===== config.mk =====
export PLATFORM = sky130hd
export DESIGN_NAME = bsjc_ctrl
export DESIGN_NICKNAME = d
export VERILOG_FILES = /design/src/design/bsjc_pkg.sv /design/src/design/bsjc_ctrl.sv
export SDC_FILE = /design/constraint.sdc
export NUM_CORES = 1
export LEC_CHECK = 0
export ABC_AREA = 1
export BUFFER_PORTS_ARGS = -buffer_cell sky130_fd_sc_hd__buf_2
export CAP_MARGIN = 10
export CORE_MARGIN = 3
export CORE_UTILIZATION = 45
export CTS_CLUSTER_SIZE = 28
export DETAILED_ROUTE_END_ITERATION = 7
export HOLD_SLACK_MARGIN = 0.02
export PLACE_DENSITY_LB_ADDON = 0.15
export SYNTH_ARGS = -nofsm -noshare
export SYNTH_HDL_FRONTEND = slang
export SYNTH_SLANG_ARGS = --single-unit

===== constraint.sdc =====
create_clock -name clock -period 1.42 [get_ports clock]
set_clock_uncertainty 0.15 [all_clocks]
set_input_delay 0.142 -clock clock [delete_from_list [all_inputs] [get_ports clock]]
set_output_delay 0.142 -clock clock [all_outputs]
set_load 0.01 [all_outputs]

===== src/design/bsjc_pkg.sv =====
// Shared types and constants for the block shortcut jump chain.
// Used by the controller, the datapath and the top level; depends on nothing.
package bsjc_pkg;

   // Fixed field widths of the request, response and register
   localparam int POS_W = 10;
   localparam int LEN_W = 11;
   localparam int CNT_W = 11;

   // Active count after reset
   localparam logic [CNT_W-1:0] ACTIVE_RESET = 11'd1024;

   // Request command codes
   localparam logic CMD_SET   = 1'b0;
   localparam logic CMD_QUERY = 1'b1;

   typedef struct packed {
      logic             command;
      logic [POS_W-1:0] position;
      logic [LEN_W-1:0] jump_length;
   } req_type;

   typedef struct packed {
      logic [POS_W-1:0] last_position;
      logic [LEN_W-1:0] jump_count;
   } rsp_type;

   // Commands from the controller to the datapath
   typedef struct packed {
      logic accept;     // latch the request beat
      logic clear_wr;   // write reset values at the sweep index
      logic all_start;  // arm a rebuild of every shortcut
      logic set_wr;     // store a jump length and arm a block rebuild
      logic rb_next;    // classify the entry whose jump length is read
      logic rb_write;   // write the shortcut of the current entry
      logic q_walk;     // follow one shortcut
      logic load_rsp;   // load the response register
   } ctrl_cmd_type;

   // Status from the datapath to the controller
   typedef struct packed {
      logic cmd_query;
      logic in_table;
      logic in_live;
      logic j_zero;
      logic j_at_stop;
      logic walk_end;
      logic rebuild_pend;
      logic out_free;
   } dp_status_type;

endpackage


===== src/design/bsjc_ctrl.sv =====
// Controller state machine of the block shortcut jump chain.
// Depends on bsjc_pkg for the command and status structs.
module bsjc_ctrl (
   input  logic                    clock,
   input  logic                    reset,
   input  logic                    req_valid,
   output logic                    req_stall,
   input  bsjc_pkg::dp_status_type status,
   output bsjc_pkg::ctrl_cmd_type  cmd
);

   typedef enum logic [9:0] {
      S_CLEAR    = 10'b0000000001,
      S_IDLE     = 10'b0000000010,
      S_DISPATCH = 10'b0000000100,
      S_SET      = 10'b0000001000,
      S_RB_ISSUE = 10'b0000010000,
      S_RB_NEXT  = 10'b0000100000,
      S_RB_WRITE = 10'b0001000000,
      S_Q_ISSUE  = 10'b0010000000,
      S_Q_WALK   = 10'b0100000000,
      S_Q_DONE   = 10'b1000000000
   } state_type;

   state_type state_ff;
   state_type state_in;

   // Take a beat only when idle with no rebuild waiting
   assign req_stall = (state_ff != S_IDLE) || status.rebuild_pend;

   // Next state and datapath commands
   always_comb begin
      state_in = state_ff;
      cmd      = '0;
      case (state_ff)
         S_CLEAR: begin
            cmd.clear_wr = 1'b1;
            if (status.j_zero) begin
               state_in = S_IDLE;
            end
         end
         S_IDLE: begin
            if (status.rebuild_pend) begin
               cmd.all_start = 1'b1;
               state_in      = S_RB_ISSUE;
            end else if (req_valid) begin
               cmd.accept = 1'b1;
               state_in   = S_DISPATCH;
            end
         end
         S_DISPATCH: begin
            if (status.cmd_query) begin
               state_in = status.in_live ? S_Q_ISSUE : S_Q_DONE;
            end else begin
               state_in = status.in_table ? S_SET : S_IDLE;
            end
         end
         S_SET: begin
            cmd.set_wr = 1'b1;
            state_in   = S_RB_ISSUE;
         end
         S_RB_ISSUE: begin
            state_in = S_RB_NEXT;
         end
         S_RB_NEXT: begin
            cmd.rb_next = 1'b1;
            state_in    = S_RB_WRITE;
         end
         S_RB_WRITE: begin
            cmd.rb_write = 1'b1;
            state_in     = status.j_at_stop ? S_IDLE : S_RB_NEXT;
         end
         S_Q_ISSUE: begin
            state_in = S_Q_WALK;
         end
         S_Q_WALK: begin
            cmd.q_walk = 1'b1;
            if (status.walk_end) begin
               state_in = S_Q_DONE;
            end
         end
         S_Q_DONE: begin
            if (status.out_free) begin
               cmd.load_rsp = 1'b1;
               state_in     = S_IDLE;
            end
         end
         default: begin
            state_in = S_IDLE;
         end
      endcase
   end

   // Start with a clearing sweep after reset
   always_ff @(posedge clock) begin
      if (reset) begin
         state_ff <= S_CLEAR;
      end else begin
         state_ff <= state_in;
      end
   end

endmodule


==> out/results.txt, run 1 <==
Most frequent cells in the layout = inv_1 (29), nand2_1 (21), nor2_1 (15), buf_6 (15), buf_4 (15)
Internal power = 539 uW
Clk_lat worst skew = 0.28 ns
Crit path max fanout = 4
Hold Fails Final Rpt = 0
Yosys top cell by area = dfxtp_1
Crit path launch type = flip-flop
Distinct cell type count after synthesis = 19
Antenna cells = 0
Wire length of the first global-routing pass = 4.25 mm
Post-Syn Instances = 139
Slowest CP cell = dfxtp_4
Combinational family with the most area after synthesis = simple AND/OR/NAND/NOR gates
Worst setup margin = -0.366 ns
Vias/cell = 4.88
Ratio of cells with drive above 1 in the final layout = 0.505
Post-synthesis sequential area ratio = 0.232
H-tree depth = 1
Fillers = 126
Initial antenna violation count = 0
Crit path arrival time = 1.49 ns
DRC = 0
Die height = 49.8 um
Nets = 202
Post-synthesis mux area share = 0
Number of synthesized register bits = 10
FMAX = 0.560 GHz
Clock sinks = 10
Aggregate global routing overflow = 0
WP data required = 1.13 ns
Clock root cell = clkbuf_4
Most common cell after layout, fill and taps aside = inv_1
Total GRT Usage = 0.227
Power Dens Cells = 549 nW/um^2
Initial Utilization = 0.489
Post-Route WL = 2.84 mm
Fin. max-slew vios = 0
Syn_nets = 150
Tmin final = 1.79 ns
Core box area = 1760 um^2
Synth Area in Adders = 0
Area fraction in compound gates after synthesis = 0.0377
Post-DP HPWL = 1.83 mm
Post-synth top area share = 0.232
Pleak = 0.000788 uW
Clock transition at the registers of the reported paths = 0.08 ns
XOR/XNOR Fraction of Synth Area = 0
Detail Route Antenna Nets = 0
Outcome = finished, violations left
Most flop-heavy register = state_ff
Clock power share = 0.349
Hold Path Class = in2reg
Worst setup EP type = primary output
TritonCTS clock tree = yes
Die area = 2480 um^2
Top cells by area, synth = dfxtp_1 (23%), inv_1 (16%), nand2_1 (11%)
Final cycle utilization of the critical path = 1.26
Final Setup Violations = 18
Switching share of power = 0.324
Via Count = 1050
Vias in the first global route = 977
Rel. slew slack = 0.772
Syn-to-layout area delta = 68.1%
Min Hold Slack = 0.0172 ns
TritonCTS Buffers = 3
PortBufs = 19
Most used cell, CP = nor2_4
Largest registers = state_ff x10
Clock Tree Buf Depth = 2
DRC violation total after the first TritonRoute iteration = 18
Io pins = 20
Gpl congestion = 0.833
Failing checks = negative setup slack
Slew @ Worst Pin = 0.340 ns
Cell Chain, Critical Path = nor2_4 -> nand2_4 -> buf_6 -> nor2_4 -> nand3_2 -> nor2_1 -> buf_2
Largest net degree at the start of global routing = 10
Drt pass-1 iters = 4
Max reg flops = 10
Simple-Gate Fraction of Synth Area = 0.570
Sequential Power Share = 0.363
P_sw = 258 uW
Avg WL per Cell = 13.2 um
Syn Std Cell Area = 863 um^2
Crit path largest cell delay = 0.36 ns
# rows = 15
Max Cap Violations = 0
Syn Area/Cell = 6.21 um^2
Yosys warns = 0
Comb pwr share = 0.289
WS Path Type = reg2out
Die Width = 49.8 um
Peak VDD IR = 0.000557 V
RSZ-0062 raised after global routing = true
Overall Power = 797 uW
## cell usage after synthesis
cell type / count
inv_1: 36
nand2_1: 26
nor2_1: 21
dfxtp_1: 10
nand4_1: 9
nand3_1: 8
nor2_4: 6
nand2_4: 5
nand3_2: 3
nor3_1: 3
o21ai_0: 3
nor2_2: 2
a21oi_1: 1
clkinv_1: 1
nand3b_2: 1
nor2_8: 1
nor4_1: 1
o211ai_1: 1
o21ai_1: 1
## area by class of cell
class                      count  area (um^2)  share of cell area
timing repair buffer          47          382               0.263
multi-input combinational     92          641               0.441
tap                           25         31.3              0.0216
clock buffer                   4         36.3              0.0250
sequential                    10          218               0.150
inverter                      37          144              0.0991
## power groups by stage
stage	Combinational, uW	Clock [uW]	Sequential [uW]
after floorplan	103	0	301
after global placement	158	0	298
after detailed placement	163	0	298
after CTS	196	277	292
after global routing	249	300	290
final	230	278	289
## worst paths after layout
path	from	to	slack [ns]	cells after the start
worst min register to register	state_ff[8]	state_ff[8]	0.48	3
worst min-delay path	status[4]	state_ff[0]	0.02	4
worst max-delay path	state_ff[6]	cmd[0]	-0.37	7
worst max register to register	state_ff[9]	state_ff[5]	-0.21	11
## critical path: cells and delay by family (launching register included)
family	cells	cell delay, ns
simple gates	5	0.60
buf+inv	2	0.26
flops	1	0.36
## through the flow
step	instance area, um^2	TNS, ns	setup WS (ns)	cells	utilization
after floorplan	881	-0.00202	-0.00202	139	-
after global placement	1120	-0.134	-0.0504	198	0.635
after detailed placement	1120	-0.596	-0.133	198	0.635
after CTS	1300	-4.29	-0.334	211	0.737
after global routing	1450	-5.27	-0.399	215	0.823
final	1450	-4.05	-0.366	215	0.823
## routing by layer
layer,vias to the layer above,GRT usage,part of all wire
met5,-,0,0
met4,0,0.120,0.036
met3,11,0.0302,0.041
met2,41,0.392,0.53
met1,472,0.268,0.39
li1,526,-,-
## cells by family (layout without fill, tap and decap cells)
kind of cell           count (synthesis)  in the layout
buffers and inverters                 37             88
AO/OA/AOI/OAI                          6              6
flip-flops                            10             10
AND/OR/NAND/NOR                       86             86
## repair_timing
item / CTS / global route
hold buffers: 3 / 0
endpoints found under the hold margin: 3 / 0
resized for setup: 19 / 39
pin swaps: 10 / 14
setup buffers: 8 / 7
setup endpoints to repair: 17 / 19
Power figures use the tool's default switching activity.
==> run 2: changes to the inputs <==
--- a/config.mk
+++ b/config.mk
@@ -9,7 +9,7 @@
 export BUFFER_PORTS_ARGS = -buffer_cell sky130_fd_sc_hd__buf_2
 export CAP_MARGIN = 10
 export CORE_MARGIN = 3
-export CORE_UTILIZATION = 45
+export CORE_UTILIZATION = 44
 export CTS_CLUSTER_SIZE = 28
 export DETAILED_ROUTE_END_ITERATION = 7
 export HOLD_SLACK_MARGIN = 0.02
==> run 2 against run 1 <==
Net effect: the flow still finishes with violations (negative setup slack); maximum frequency decreased by 0.77%; setup slack worse by 0.014 ns; utilization down 1.9 points; via count increased by 2.0%; combinational power increased by 3%; sequential cell count is the same; global-route usage decreased by 1.2 points; count of clock-buffer cells in the layout unchanged; final area fell by 1.3%; largest power group unchanged.
==> out/results.txt, run 2 (same netlist as run 1, synthesis figures left out) <==
Outcome = finished, violations left (unchanged)
Failing checks = negative setup slack (unchanged)
Most used cell, CP = nor2_4 (unchanged)
Via Count = 1071 (was 1050)
Slowest CP cell = dfxtp_2 (was dfxtp_4)
Tmin final = 1.80 ns (was 1.79 ns)
Power Dens Cells = 562 nW/um^2 (was 549 nW/um^2)
RSZ-0062 raised after global routing = true (unchanged)
Worst Hold Launch = status[4] (unchanged)
Die height = 50.3 um (was 49.8 um)
Antenna cells = 0 (unchanged)
Hold Fails Final Rpt = 0 (unchanged)
DRC = 0 (unchanged)
Min Hold Slack = 0.0191 ns (was 0.0172 ns)
FF-to-FF setup slack = -0.26 ns (was -0.21 ns)
Clock Tree Buf Depth = 2 (unchanged)
Ratio of cells with drive above 1 in the final layout = 0.479 (was 0.505)
# rows = 15 (unchanged)
Crit path launch type = flip-flop (unchanged)
WS Path Type = reg2out (unchanged)
Worst r2r dst = state_ff[5] (unchanged)
Largest registers = state_ff x10 (unchanged)
Largest net degree at the start of global routing = 10 (unchanged)
Slew @ Worst Pin = 0.350 ns (was 0.340 ns)
Post-Route WL = 2.85 mm (was 2.84 mm)
Most common cell after layout, fill and taps aside = inv_1 (unchanged)
Crit path max fanout = 3 (was 4)
Core box area = 1780 um^2 (was 1760 um^2)
Crit path arrival time = 1.51 ns (was 1.49 ns)
Max Cap Violations = 0 (unchanged)
DRC violation total after the first TritonRoute iteration = 17 (was 18)
Io pins = 20 (unchanged)
Drt pass-1 iters = 5 (was 4)
Worst hold path depth = 4 (unchanged)
Post-Place Setup Slack = -0.0823 ns (was -0.133 ns)
Gpl congestion = 0.836 (was 0.833)
Cell Chain, Critical Path = nor2_4 -> nand2_4 -> buf_6 -> nor2_4 -> nand3_2 -> nor2_1 -> buf_2 (unchanged)
WP data required = 1.13 ns (about the same)
Endpoint, Worst Hold = state_ff[0] (unchanged)
Nets = 204 (was 202)
Clk_lat worst skew = 0.27 ns (was 0.28 ns)
Die Width = 50.3 um (was 49.8 um)
Final Setup Violations = 18 (unchanged)
Syn-to-layout area delta = 65.9% (was 68.1%)
Worst setup margin = -0.380 ns (was -0.366 ns)
FF-to-FF path depth = 10 (was 11)
Die area = 2530 um^2 (was 2480 um^2)
Fillers = 130 (was 126)
Vias/cell = 4.94 (was 4.88)
Total GRT Usage = 0.214 (was 0.227)
Post-DP HPWL = 1.78 mm (was 1.83 mm)
PortBufs = 19 (unchanged)
Aggregate global routing overflow = 0 (unchanged)
Clock sinks = 10 (unchanged)
Clock transition at the registers of the reported paths = 0.08 ns (about the same)
Initial Utilization = 0.484 (was 0.489)
Max reg flops = 10 (unchanged)
TritonCTS clock tree = yes (unchanged)
Clock root cell = clkbuf_4 (unchanged)
Avg WL per Cell = 13.1 um (was 13.2 um)
Most flop-heavy register = state_ff (unchanged)
Setup TNS = -4.23 ns (was -4.05 ns)
Final cell count without fillers = 217 (was 215)
Initial antenna violation count = 0 (unchanged)
Dpl cells = 197 (was 198)
Crit path largest cell delay = 0.34 ns (was 0.36 ns)
Hold Path Class = in2reg (unchanged)
Final cycle utilization of the critical path = 1.27 (was 1.26)
Reg2reg start = state_ff[7] (was state_ff[9])
Rel. slew slack = 0.766 (was 0.772)
Most frequent cells in the layout = inv_1 (32), nand2_1 (24), buf_4 (18) (was inv_1 (29), nand2_1 (21), nor2_1 (15), buf_6 (15), buf_4 (15))
Peak VDD IR = 0.000503 V (was 0.000557 V)
TritonCTS Buffers = 3 (unchanged)
Wire length of the first global-routing pass = 4.13 mm (was 4.25 mm)
Vias in the first global route = 958 (was 977)
FMAX = 0.556 GHz (was 0.560 GHz)
Fin. max-slew vios = 0 (unchanged)
Detail Route Antenna Nets = 0 (unchanged)
H-tree depth = 1 (unchanged)
Worst setup EP type = primary output (unchanged)
Pleak = 0.000803 uW (was 0.000788 uW)
==> run 2: layer usage <==
layer,GRT usage,vias up,share of wire
met5,0,-,0
met4,0.0807,0,0.015
met3,0.0267,5,0.042
met2,0.398,40,0.55
met1,0.245,491,0.39
li1,-,535,-
==> run 2: area by class of cell <==
cell class | instances | area (um^2) | share of cell area
flip-flops and latches | 10 | 211 | 0.148
multi-input cells | 92 | 629 | 0.439
clock buffers | 4 | 36.3 | 0.0253
repair buffers | 49 | 383 | 0.267
well taps | 25 | 31.3 | 0.0218
inverters | 37 | 141 | 0.0987
==> run 2: worst max-delay path, delay by kind of cell (launching register included) <==
family	cells	cell delay, ns
AND/OR/NAND/NOR	5	0.61
flip-flops	1	0.34
buffers and inverters	2	0.28
==> run 2: repair_timing <==
action,in CTS,in global routing
hold buffers,3,0
endpoints found under the hold margin,3,0
gates resized for setup,18,22
buffers inserted,9,5
pin swaps,11,16
endpoints found under the setup margin,17,18
==> run 2: stage by stage <==
step,total power [uW],util,cell area [um^2]
floorplan,403,-,881
global placement,468,0.631,1120
detailed placement,473,0.631,1120
CTS,776,0.740,1320
global route,845,0.804,1430
finish,805,0.804,1430
==> run 2: power breakdown <==
group / internal, uW / leakage [uW] / total, uW / switching, uW
clock network: 156 / 0.0000210 / 272 / 116
logic: 110 / 0.000697 / 236 / 125
registers: 288 / 0.0000856 / 298 / 9.61
==> run 2: how the worst max path moves through the flow <==
stage	startpoint	end	slack, ns	cells past startpoint
after floorplan	state_ff[9]	cmd[7]	-0.002	7
after global placement	state_ff[7]	cmd[7]	-0.05	8
after detailed placement	state_ff[4]	cmd[7]	-0.08	8
after CTS	state_ff[3]	cmd[5]	-0.28	7
after global routing	state_ff[7]	cmd[0]	-0.42	7
final	state_ff[7]	cmd[0]	-0.38	7
